File: config.mk
export PLATFORM = sky130hd
export DESIGN_NAME = tftm_cell
export DESIGN_NICKNAME = d
export VERILOG_FILES = /design/src/rtl/core/tftm_pkg.sv /design/src/rtl/core/tftm_cell.sv
export SDC_FILE = /design/constraint.sdc
export NUM_CORES = 1
export LEC_CHECK = 0
export BUFFER_PORTS_ARGS = -buffer_cell sky130_fd_sc_hd__buf_2
export CAP_MARGIN = 20
export CORE_MARGIN = 1.5
export CORE_UTILIZATION = 50
export DETAILED_ROUTE_END_ITERATION = 6
export GPL_ROUTABILITY_DRIVEN = 0
export MAX_ROUTING_LAYER = met4
export PLACE_DENSITY_LB_ADDON = 0.12
export SLEW_MARGIN = 20
export SYNTH_ARGS = -nofsm -noshare
export SYNTH_HDL_FRONTEND = slang
export SYNTH_SLANG_ARGS = --single-unit
export TNS_END_PERCENT = 10
File: constraint.sdc
create_clock -name clk -period 4 [get_ports clk]
set_clock_uncertainty 0.15 [all_clocks]
set_input_delay 0.4 -clock clk [delete_from_list [all_inputs] [get_ports clk]]
set_output_delay 0.4 -clock clk [all_outputs]
set_load 0.03 [all_outputs]
File: src/rtl/core/tftm_pkg.sv
// Shared constants, types and codes of the trigger frame timestamp matcher.
`default_nettype none
package tftm_pkg;

	localparam int TABLE_DEPTH = 32;
	localparam int IDX_W       = $clog2(TABLE_DEPTH);
	localparam int CNT_W       = $clog2(TABLE_DEPTH + 1);
	localparam int LIMIT_W     = 5;
	localparam int LIM_W       = (CNT_W > LIMIT_W) ? CNT_W : LIMIT_W;
	localparam int ID_W        = 16;
	localparam int TIME_W      = 63;
	localparam int SEQ_W       = 32;
	localparam int CTR_W       = 32;
	localparam int CFG_IDX_W   = 1;
	localparam int CFG_DATA_W  = LIMIT_W;

	localparam logic [ID_W-1:0] ID_MAX = 16'hFFFF;

	localparam logic [CFG_IDX_W-1:0] CFG_SYNC_ENABLE = 1'd0;
	localparam logic [CFG_IDX_W-1:0] CFG_TABLE_LIMIT = 1'd1;

	localparam logic               SYNC_ENABLE_RST = 1'b1;
	localparam logic [LIMIT_W-1:0] TABLE_LIMIT_RST = 5'd20;

	localparam logic CMD_TRIGGER = 1'b0;

	typedef enum logic [1:0] {
		OP_STORE,
		OP_EVICT,
		OP_TAKE
	} op_t;

	typedef enum logic [3:0] {
		ST_IDLE,
		ST_CAL,
		ST_FID,
		ST_DROP,
		ST_WAIT,
		ST_INSERT,
		ST_CHECK,
		ST_FINISH
	} state_t;

	typedef struct packed {
		logic              valid;
		op_t               op;
		logic [ID_W-1:0]   id;
		logic [TIME_W-1:0] ts;
		logic [LIM_W-1:0]  half;
		logic              found;
		logic              free_found;
		logic [IDX_W-1:0]  free_idx;
		logic [IDX_W-1:0]  pos;
		logic [CNT_W-1:0]  evicted;
	} tok_t;

endpackage
`default_nettype wire

File: src/rtl/core/tftm_cell.sv
// One table entry of the chain; checks the passing token and forwards it.
`default_nettype none
module tftm_cell
	import tftm_pkg::*;
(
	input  wire logic              clk,
	input  wire logic              arst_n,
	input  wire tok_t              tok_in,
	output tok_t                   tok_out,
	input  wire logic              ins_en,
	input  wire logic [ID_W-1:0]   ins_key,
	input  wire logic [TIME_W-1:0] ins_ts
);

	logic              v_q;
	logic [ID_W-1:0]   key_q;
	logic [TIME_W-1:0] ts_q;
	tok_t              tok_q;
	tok_t              tok_d;
	logic [ID_W-1:0]   age;
	logic              hit;
	logic              stale;
	logic              upd_ts;
	logic              clr;

	always_comb begin
		age    = tok_in.id - key_q;
		hit    = tok_in.valid && v_q && (key_q == tok_in.id);
		stale  = tok_in.valid && v_q && (age > {{(ID_W-LIM_W){1'b0}}, tok_in.half});
		upd_ts = 1'b0;
		clr    = 1'b0;
		tok_d  = tok_in;
		tok_d.pos = tok_in.pos + IDX_W'(1);
		case (tok_in.op)
			OP_STORE: begin
				if (hit && !tok_in.found) begin
					tok_d.found = 1'b1;
					upd_ts      = 1'b1;
				end
				if (tok_in.valid && !v_q && !tok_in.free_found) begin
					tok_d.free_found = 1'b1;
					tok_d.free_idx   = tok_in.pos;
				end
			end
			OP_EVICT: begin
				if (stale) begin
					tok_d.evicted = tok_in.evicted + CNT_W'(1);
					clr           = 1'b1;
				end
			end
			OP_TAKE: begin
				if (hit && !tok_in.found) begin
					tok_d.found = 1'b1;
					tok_d.ts    = ts_q;
					clr         = 1'b1;
				end
			end
			default: begin
			end
		endcase
	end

	always_ff @(posedge clk or negedge arst_n) begin
		if (!arst_n) begin
			v_q   <= 1'b0;
			tok_q <= '0;
		end else begin
			tok_q <= tok_d;
			if (ins_en) begin
				v_q <= 1'b1;
			end else if (clr) begin
				v_q <= 1'b0;
			end
		end
	end

	always_ff @(posedge clk) begin
		if (ins_en) begin
			key_q <= ins_key;
			ts_q  <= ins_ts;
		end else if (upd_ts) begin
			ts_q <= tok_in.ts;
		end
	end

	assign tok_out = tok_q;

endmodule
`default_nettype wire

Word-level counts from Yosys, hierarchy flattened
Cells that the tools add are included.
{"block": "op_classes", "n_mul": 0, "div_mod_pow": 0, "reduce_logical": 13, "mux": 16, "n_bitwise": 0, "addsub": 3, "shift": 0, "eq_ne": 3, "n_lt_le_gt_ge": 1}
{"operator": "two-way mux 63 bit", "n": 4}
{"operator": "two-way mux 6 bit", "n": 4}
{"operator": "== test 16 bit", "n": 1}
{"operator": "> comparator 16 x 6 -> 1 bit", "n": 1}
{"operator": "subtractor 16 bit", "n": 1}
{"operator": "two-way mux 1 bit", "n": 7}
{"operator": "adder 6 x 1 -> 6 bit, second input constant", "n": 1}
{"operator": "logical AND 1 bit", "n": 6}
{"operator": "adder 5 x 1 -> 5 bit, second input constant", "n": 1}
{"operator": "nonzero test 2 bit", "n": 2}
{"operator": "logical NOT 1 bit", "n": 3}
{"operator": "== test 2 x 1 -> 1 bit, second input constant", "n": 1}
{"operator": "== test 2 bit, second input constant", "n": 1}
{"operator": "logical NOT 2 bit", "n": 1}
{"operator": "one-hot mux 1 bit (2 select lines)", "n": 1}
{"operator": "OR reduction 2 bit", "n": 1}
{"block": "totals", "output_inout_bits": 106, "mem_count": 0, "word_cells": 49, "rom_bits": 0, "regBits": 186, "latch_bits": 0, "mem_bits_rw": 0}

Longest topological paths before layout
Gate-level depths: netlist of run 1.
{"block": "logic_depth", "ltp_word": 7, "depth_mapped": 15, "depth_no_buf": 15}

Worst setup path before layout of run 1
No wires, ideal clock.
{"block": "synth_path", "path_type": "input port to flip-flop", "from": "in tok_in[97] (netlist name)", "to": "reg ts_q[0] (enable)", "setup_slack_ns": 0.537, "cell_stages": 7, "t_arrival_ns": 2.921, "setup_time_ns": 0.392, "path_cell_list": "ha_1 -> clkbuf_2 -> nand2_4 -> or4_4 -> or4_4 -> nor2_4 -> a21o_2"}
{"block": "synth_via", "elab_chain_cells": 6}
{"item": "start: declaration", "line_no": "tftm_cell.sv:8", "rtl": "input wire tok_t tok_in,"}
{"item": "== test 16 bit", "line_no": "tftm_cell.sv:28", "rtl": "hit = tok_in.valid && v_q && (key_q == tok_in.id);"}
{"item": "logical AND 1 bit", "line_no": "tftm_cell.sv:28"}
{"item": "logical AND 1 bit", "line_no": "tftm_cell.sv:36", "rtl": "if (hit && !tok_in.found) begin"}
{"item": "two-way mux 1 bit", "line_no": "tftm_cell.sv:36"}
{"item": "two-way mux 1 bit", "line_no": "tftm_cell.sv:34", "rtl": "case (tok_in.op)"}
{"item": "nonzero test 2 bit (no source line)"}
{"item": "end signal: assignment", "line_no": "tftm_cell.sv:80", "rtl": "ts_q <= ins_ts;"}
{"item": "end signal: assignment", "line_no": "tftm_cell.sv:82", "rtl": "ts_q <= tok_in.ts;"}
{"item": "end: declaration", "line_no": "tftm_cell.sv:17", "rtl": "logic [TIME_W-1:0] ts_q;"}
No other way between the ends.
A chain may end at the register's enable or synchronous reset.

==> results.cfg, run 1 <==
[clocking]
cts.clk_slew.worst_paths_ns = 0.07
cts_setup_buffers = 0
ctsLongestPathBuffers = 2
cts.htree.levels = 4
cts_root_buf = clkbuf_16
numCtsBuffers = 17
cts_tree = done
cts.sinks = 186
worstSkewPairLatency_ns = 0.43

[route]
ant_nets = 0
dr.pass1.iters = 5
drtIter0Drc = 266
via_count = 5821
wire_per_inst_um = 18.0
drc = 0
drt-total-wl_um = 20100
viasPerCell = 5.21

[worst_setup_path]
worst-path-max-fanout = 6
reg2reg_depth = 15
r2r-end = tok_out[1]
crit_end = tok_out[1]
path_class = input pin to register
r2r_start = key_q[1]
crit_path_end_kind = register
cp-startpoint = tok_in[87]
cp.required_ns = 4.16
critical_path_arrival_ns = 3.99
reg2reg_slack_ns = 0.48
worst_setup_path_start_kind = input pin

[logic_synthesis]
yosys.area_share.simple_pct = 4.89
netlist.top_cell.by_area = dfrtp_1
synth_xor_area_share_pct = 1.51
ys_dominant_reg_cell = dfrtp_1
yosys-top-cells-area = dfrtp_1 33%, edfxtp_1 29%, mux2_2 18%, ha_1 4.0%, inv_1 1.3%
muxShareOfSynthArea_pct = 18.5
ys_warn_count = 0
synth.distinct_cells = 58
ys_seq_elements = 186
ys_seq_area_share_pct = 62.2
synthCells = 540
synth_top_family_by_area = multiplexers
synth_edf_count = 79
netlist_area_um2 = 8120
avgSynthCellArea_um2 = 15.0
synth-adder-area-share_pct = 4.25
syn_nets = 755
synth_compound_area_share_pct = 5.63
async_reset_ff_share_pct = 57.5
synth_top_area_share_pct = 33.0

[place]
post-place-ws_ns = 0.175
placed_cell_area_um2 = 9840
dp_cells = 1041
portBuffers = 293
dp_hpwl_um = 14400

[run_status]
outcome = finished, final reports clean

[global_routing]
antenna_found_initial = 0
grt-ovfl-total = 0
grt_pass1_vias = 6181
grt_use_total_pct = 24.5
grt_pass1_wl_um = 30300
grt_start_max_net_pins = 52

[final_layout]
multi_input_area_um2 = 2840
design_area_um2 = 10900
nets = 1102
area_delta_synth_final_pct = 34.3
final_common_cell = buf_2
nFillCells = 1178
stdcell_count = 1117
post-route-util_pct = 68.6
register_area_um2 = 5050
drive_gt1_share_pct = 53.2
layout_common_cells = 291 x buf_2, 127 x mux2_2, 107 x dfrtp_1

[sta]
layout_min_cycle_time_ns = 3.82
finalSetupTns_ns = 0
setup_slack_ns = 0.175
max_slew.worst_pin.slew_ns = 0.686
min_period_over_period_pct = 95.6
setup_viol = 0
slew_violations = 0
slew_headroom_pct = 54.3
fmax_mhz = 261
hold_viol_final = 0

[min_path]
hold_class = input pin to register

[power_and_ir_drop]
total_leakage_power_nw = 4.96
p_per_area_nw_per_um2 = 429
vdd_drop_max_uv = 276

[floorplanning]
dieHeight_um = 130
die_w_um = 130
num_rows = 46
start_util_pct = 51.1
core_area_um2 = 15900
boundaryPins = 294
design.die.area_um2 = 17000

[flow_run]
maxCapViolCount = 0
## cells in the mapped netlist, types with 4 or more instances
master,instances
edfxtp_1,79
nand3_1,6
nor2_1,19
o21a_1,4
a21oi_1,13
ha_1,26
nand2_1,12
clkbuf_1,7
o21ai_0,10
xnor2_1,11
mux2_2,127
a211oi_1,4
dfrtp_1,107
clkbuf_8,6
mux2_4,5
inv_1,29
nand4_1,6
nor3_1,4
a21o_1,6
## where the power goes
part           leakage (nW)  switching (mW)  internal, mW  total (mW)
clock                 0.296           0.749          1.01        1.76
combinational          2.65           0.431         0.324       0.755
sequential             2.02          0.0335          2.14        2.17
## what timing repair did
item,CTS,global route
hold buffers,43,0
resized for setup,0,3
setup endpoints to repair,0,1
endpoints found under the hold margin,88,0
## worst min-delay path by stage
stage	from	to	slack [ns]	cells past startpoint
after floorplan	arst_n	tok_out[0]	-0.05	0
after global placement	arst_n	tok_out[26]	0.30	1
after detailed placement	arst_n	tok_out[98]	0.30	1
after CTS	tok_in[10]	tok_out[10]	0.01	2
after global routing	tok_in[10]	tok_out[10]	0.005	2
final	tok_in[5]	tok_out[5]	0.03	2
## metrics by stage
step | power [mW] | hold WS [ns]
after floorplan | 2.63 | -0.0456
after global placement | 2.90 | 0.302
after detailed placement | 2.92 | 0.304
after CTS | 4.70 | 0.0107
after global routing | 4.86 | 0.00476
final | 4.68 | 0.0309
## worst max-delay path, cell delays in order
cell	delay, ns
dlygate4sd3_1	0.53
buf_2	0.13
inv_1	0.05
ha_1	0.18
inv_1	0.06
fa_1	0.40
a21o_1	0.22
a221oi_4	0.39
nor4_1	0.12
or4_1	0.42
a211oi_1	0.31
o2111ai_2	0.27
nand2_2	0.17
mux2_2	0.34
## cell families after synthesis
family / after synthesis
compound gates: 64
fa+ha+maj: 27
mux: 132
buf+inv: 46
simple gates: 71
flops: 186
xor+xnor: 14
## state kept, by name (all words and copies together) (netlist names)
signal   flops
key_q       16
tok_out    106
ts_q        63
v_q          1
## layer usage
layer / wire (um) / track usage, % / up-vias
met4: 650 / 10.9 / 0
li1: - / - / 2689
met5: 0 / - / -
met3: 1620 / 8.31 / 59
met1: 7770 / 26.6 / 2808
met2: 10100 / 41.0 / 265
## area by class of cell
cell class	instances	share of cell area, %
antenna	1	0.0230
clock buffer	19	4.06
clock inverter	13	1.53
inverter	29	0.999
multi-input combinational	308	26.1
sequential	186	46.3
tap	216	2.48
timing repair buffer	345	18.5
No activity file was read; power rests on OpenSTA's default activity.
==> run 2, diff against run 1 <==
SETUP_SLACK_MARGIN = 0.4   (was not set)
==> run 2 against run 1 <==
Effect of this change:
- worst setup slack gained 0.27 ns
- register-to-register slack gained 0.04 ns
- non-clock buffer count grew 2
- routed wire length grew 0.14%
- critical path type unchanged
- largest power group unchanged
==> results.cfg, run 2 (same netlist as run 1, synthesis figures left out) <==
[sta]
slew_headroom_pct = 53.7
max_slew.worst_pin.slew_ns = 0.694
fmax_mhz = 281
finalSetupTns_ns = 0
rsz0062_at_grt = yes
layout_min_cycle_time_ns = 3.55
slew_violations = 0
setup_slack_ns = 0.448
setup_viol = 0
min_period_over_period_pct = 88.8
hold_viol_final = 0

[route]
drc = 0
drtIter0Drc = 263
ant_nets = 0
viasPerCell = 5.20
wire_per_inst_um = 18.0
drt-total-wl_um = 20200
dr.pass1.iters = 5
via_count = 5820

[global_routing]
grt_use_total_pct = 24.5
antenna_found_initial = 0
grt-ovfl-total = 0
grt_pass1_wl_um = 30400
grt_start_max_net_pins = 52
grt_pass1_vias = 6178

[final_layout]
nFillCells = 1176
multi_input_area_um2 = 2880
area_delta_synth_final_pct = 34.9
layout_common_cells = 291 x buf_2, 127 x mux2_2, 107 x dfrtp_1
post-route-util_pct = 68.9
drive_gt1_share_pct = 54.1
final_common_cell = buf_2
largest_register_ff_count = 106
nets = 1104
register_area_um2 = 5050

[min_path]
hold_class = input pin to register

[worst_setup_path]
slowest_stage = dlygate4sd3_1
path_class = input pin to register
worst-path-max-fanout = 6
cp.required_ns = 4.16
crit_family = compound AO/OA/AOI/OAI gates
worst_setup_path_start_kind = input pin
critPathBufInv = 2
crit_chain = dlygate4sd3_1, buf_2, ha_1, and3_4, a221oi_4, nor4_1, or4_1, a211oi_1, o2111ai_2, nand2_2, mux2_2
critical_path_arrival_ns = 3.72
cpPeakStageDelay_ns = 0.54
crit_path_end_kind = register

[clocking]
worstSkewPairLatency_ns = 0.43
cts_tree = done
cts.sinks = 186
cts_root_buf = clkbuf_16
ctsLongestPathBuffers = 2
cts.htree.levels = 4
cts.clk_slew.worst_paths_ns = 0.07
numCtsBuffers = 17

[power_and_ir_drop]
vdd_drop_max_uv = 276
p_per_area_nw_per_um2 = 428
total_leakage_power_nw = 4.95

[place]
post-place-ws_ns = 0.175
portBuffers = 293
dp_hpwl_um = 14400

[floorplanning]
dieHeight_um = 130
start_util_pct = 51.1
num_rows = 46
core_area_um2 = 15900
design.die.area_um2 = 17000
boundaryPins = 294
die_w_um = 130

[flow_run]
maxCapViolCount = 0

[run_status]
outcome = finished, final reports clean
[run 2: changes by cell type in the layout (fill, tap and decap cells not counted), sizes merged]
cell  change
buf       +2
[run 2: final cells by class]
| class | instances | share of cell area [%] |
|---|---|---|
| Multi-Input combinational cell | 308 | 26.3 |
| Clock buffer | 19 | 4.04 |
| Timing Repair Buffer | 347 | 18.6 |
| Tap cell | 216 | 2.47 |
| Sequential cell | 186 | 46.1 |
| Inverter | 29 | 0.994 |
| Clock inverter | 13 | 1.52 |
| Antenna cell | 1 | 0.0228 |
[run 2: layer usage]
layer  vias to the layer above  GRT usage (%)  share of wire (%)
met5                         -              -                  0
met4                         0           10.4                3.4
met3                        57           8.18                8.7
met2                       266           41.1                 50
met1                      2799           26.8                 38
li1                       2698              -                  -
[run 2: final timing paths]
kind / start / endpoint / slack, ns / cells past startpoint
max in group asynchronous: arst_n / tok_out[70] / 2.39 / 3
max reg2reg: key_q[0] / tok_out[1] / 0.52 / 11
min: tok_in[5] / tok_out[5] / 0.03 / 2
min in group asynchronous: arst_n / tok_out[22] / 0.39 / 2
min reg2reg: ts_q[47] / tok_out[71] / 0.33 / 1
max: tok_in[92] / tok_out[1] / 0.45 / 11
[run 2: where the power goes]
part	switching (mW)	total (mW)	internal [mW]
Combinational	0.434	0.764	0.330
Sequential	0.0334	2.17	2.14
Clock	0.746	1.75	1.01
[run 2: what timing repair did]
action,4_1_cts,5_1_grt
hold buffers,43,0
endpoints found under the setup margin,1,83
pin swaps,0,3
resized for setup,2,10
setup buffers,0,2
hold endpoints to repair,88,0
[run 2: worst register-to-register path: cells and delay by family, from the launching register on]
kind	cells	cell delay [ns]
AO/OA/AOI/OAI	4	1.19
adder cells (fa/ha/maj)	2	0.58
buffers and inverters	1	0.06
flip-flops	1	0.36
multiplexers	1	0.33
AND/OR/NAND/NOR	3	0.69
[run 2: per-stage QoR]
stage / cell area [um2] / total power [mW] / std cells / hold slack (ns)
2_1_floorplan: 8120 / 2.63 / 540 / -0.0456
3_3_place_gp: 9840 / 2.90 / 1041 / 0.302
3_5_place_dp: 9840 / 2.92 / 1041 / 0.304
4_1_cts: 10900 / 4.70 / 1116 / 0.0107
5_1_grt: 10900 / 4.87 / 1118 / 0.00476
6_report: 11000 / 4.69 / 1119 / 0.0325
==> run 3, diff against run 2 <==
ABC_AREA = 1   (was not set)
==> run 3 against run 2 <==
Effect of this change:
- the flow now finishes with violations (hold timing)
- first-iteration DRC count increased by 40%
- worst setup slack better by 0.34 ns
- core utilization decreased by 1.6 points
- routed wire length down 0.55%
- non-clock buffer count is 4 lower
- critical path type unchanged
- largest cell class unchanged
- largest power group unchanged
==> results.cfg, run 3 <==
[logic_synthesis]
synth_common_cells = 323 x nand2_1, 107 x dfrtp_1, 80 x inv_1
netlist.top_cell.by_area = dfrtp_1
async_reset_ff_share_pct = 57.5
yosys-top-cells-area = dfrtp_1 32%, edfxtp_1 28%, nand2_1 14%, mux2_2 5.2%, mux2_4 4.6%
synthCells = 804
syn_nets = 1019
ys_seq_elements = 186
synth_top_area_share_pct = 31.8
ys_seq_area_share_pct = 59.9
avgSynthCellArea_um2 = 10.5
netlist_area_um2 = 8430
ys_dominant_reg_cell = dfrtp_1
synth_most_common_cell = nand2_1
ys_warn_count = 0
synth_edf_count = 79
synth.distinct_cells = 23

[sta]
setup_viol = 0
max_slew.worst_pin.slew_ns = 1.03
slew_violations = 0
layout_min_cycle_time_ns = 3.21
fmax_mhz = 312
finalSetupTns_ns = 0
slew_headroom_pct = 31.0
rsz0062_at_grt = no
hold_viol_final = 66
whs_ns = -0.0384
min_period_over_period_pct = 80.2

[worst_setup_path]
r2r-end = v_q
critical_path_arrival_ns = 3.43
r2r_start = key_q[2]
cp.required_ns = 4.22
worst-path-max-fanout = 6
path_class = input pin to register
reg2reg_depth = 25
reg2reg_slack_ns = 1.05
crit_path_end_kind = register
worst_setup_path_start_kind = input pin

[global_routing]
antenna_found_initial = 2
grt_use_total_pct = 24.4
grt_start_max_net_pins = 80
grt-ovfl-total = 0
grt_pass1_wl_um = 32200
grt_pass1_vias = 6597

[final_layout]
largest_register_ff_count = 106
nFillCells = 1349
final_common_cell = nand2_1
post-route-util_pct = 67.3
area_delta_synth_final_pct = 32.0
register_area_um2 = 5050
drive_gt1_share_pct = 34.7
layout_common_cells = 322 x nand2_1, 292 x buf_2, 107 x dfrtp_1
nets = 1361
multi_input_area_um2 = 2960

[floorplanning]
die_w_um = 133
design.die.area_um2 = 17700
boundaryPins = 294
start_util_pct = 51.0
core_area_um2 = 16500
dieHeight_um = 133
num_rows = 47

[route]
drc = 0
ant_nets = 0
drtIter0Drc = 369
dr.pass1.iters = 5
viasPerCell = 4.70
drt-total-wl_um = 20000
via_count = 6491
wire_per_inst_um = 14.5

[clocking]
ctsLongestPathBuffers = 2
cts_tree = done
numCtsBuffers = 17
cts.clk_slew.worst_paths_ns = 0.07
cts_root_buf = clkbuf_16
worstSkewPairLatency_ns = 0.43
cts.htree.levels = 4
cts.sinks = 186

[power_and_ir_drop]
p_per_area_nw_per_um2 = 409
vdd_drop_max_uv = 306
total_leakage_power_nw = 5.84

[run_status]
outcome = finished with violations
violations = hold timing

[place]
dp_hpwl_um = 14100
portBuffers = 293

[min_path]
hold_class = input pin to async pin

[flow_run]
maxCapViolCount = 0
==> run 3: cell types whose count changed after synthesis, sizes merged, moves of 5 or more <==
| cell | delta |
|---|---|
| nand2 | +310 |
| nor2 | +6 |
| inv | +51 |
| a21o | -7 |
| xor2 | +6 |
| xnor2 | -7 |
| nand3 | +28 |
| o21ai | -5 |
| mux2 | -67 |
==> run 3: stage by stage <==
| step | area [um2] | instances | worst slack [ns] | power (mW) | hold WS (ns) |
|---|---|---|---|---|---|
| after CTS | 11100 | 1379 | 0.784 | 4.59 | 0.00222 |
| after global placement | 10100 | 1305 | 0.911 | 2.95 | 0.308 |
| after floorplan | 8430 | 804 | 0.590 | 2.67 | -0.0456 |
| final | 11100 | 1381 | 0.791 | 4.55 | -0.0384 |
| after detailed placement | 10100 | 1305 | 0.878 | 2.96 | 0.314 |
| after global routing | 11100 | 1381 | 0.409 | 4.77 | 0.0211 |
==> run 3: area by class of cell <==
cell class | instances | area share [%]
antenna | 2 | 0.0450
clock buffer | 18 | 3.86
clock inverter | 14 | 1.16
inverter | 80 | 2.70
multi-input combinational | 518 | 26.6
sequential | 186 | 45.4
tap | 220 | 2.47
timing repair buffer | 343 | 17.7
==> run 3: power by group <==
group          total (mW)  switching (mW)  internal, mW  leakage [nW]
clock                1.60           0.777         0.823         0.275
sequential           2.17          0.0320          2.14          2.02
combinational       0.784           0.483         0.301          3.55
total                4.55            1.29          3.26          5.84
==> run 3: cells by family (layout without fill, tap and decap cells) <==
group / count (synthesis) / count (layout) / share of synthesized area [%]
muxes: 65 / 65 / 9.84
adders and majority gates: 27 / 27 / 4.10
buffers and inverters: 100 / 455 / 4.99
AOI/OAI and AO/OA: 19 / 19 / 1.16
other: 0 / 2 / 0
DFF: 186 / 186 / 59.9
and+or+nand+nor: 394 / 394 / 18.7
xor gates and xnor gates: 13 / 13 / 1.35
==> run 3: critical path, cell delays in order <==
cell           delay, ns
dlygate4sd3_1       0.54
buf_2               0.14
ha_1                0.38
nand2_1             0.07
nand2_1             0.08
inv_1               0.04
nand2_1             0.12
nand2_1             0.07
nand2_1             0.11
xor2_1              0.16
ha_1                0.25
nand2_1             0.06
inv_1               0.04
nand2_1             0.06
nand2_1             0.04
nand2_1             0.11
nand2_1             0.07
nor2_1              0.08
nand2_1             0.05
nor2_1              0.08
nand2_1             0.10
nand2_1             0.13
nand2_1             0.06
nand2_1             0.09
nand2_1             0.04
nand2_1             0.05
==> run 3: worst max path at each step <==
stage / startpoint / endpoint / slack, ns / depth (start not counted)
2_1_floorplan: tok_in[93] / ts_q[0] / 0.59 / 7
3_5_place_dp: tok_in[87] / v_q / 0.88 / 25
4_1_cts: tok_in[87] / v_q / 0.78 / 26
6_report: tok_in[89] / v_q / 0.79 / 26
3_3_place_gp: tok_in[87] / v_q / 0.91 / 25
5_1_grt: tok_in[87] / v_q / 0.41 / 26
==> run 3: timing repair <==
item,in CTS,in global routing
setup buffers,0,0
gates resized for setup,0,0
hold buffers,42,0
endpoints found under the hold margin,42,0
==> run 3: layer usage <==
| metal | share of wire [%] | wire, um | global-route usage (%) | vias up |
|---|---|---|---|---|
| li1 | - | - | - | 3266 |
| met1 | 40 | 7940 | 27.0 | 2938 |
| met2 | 50 | 10100 | 41.0 | 252 |
| met3 | 7.8 | 1570 | 7.51 | 35 |
| met4 | 2.4 | 484 | 9.71 | 0 |
| met5 | 0 | 0 | - | - |
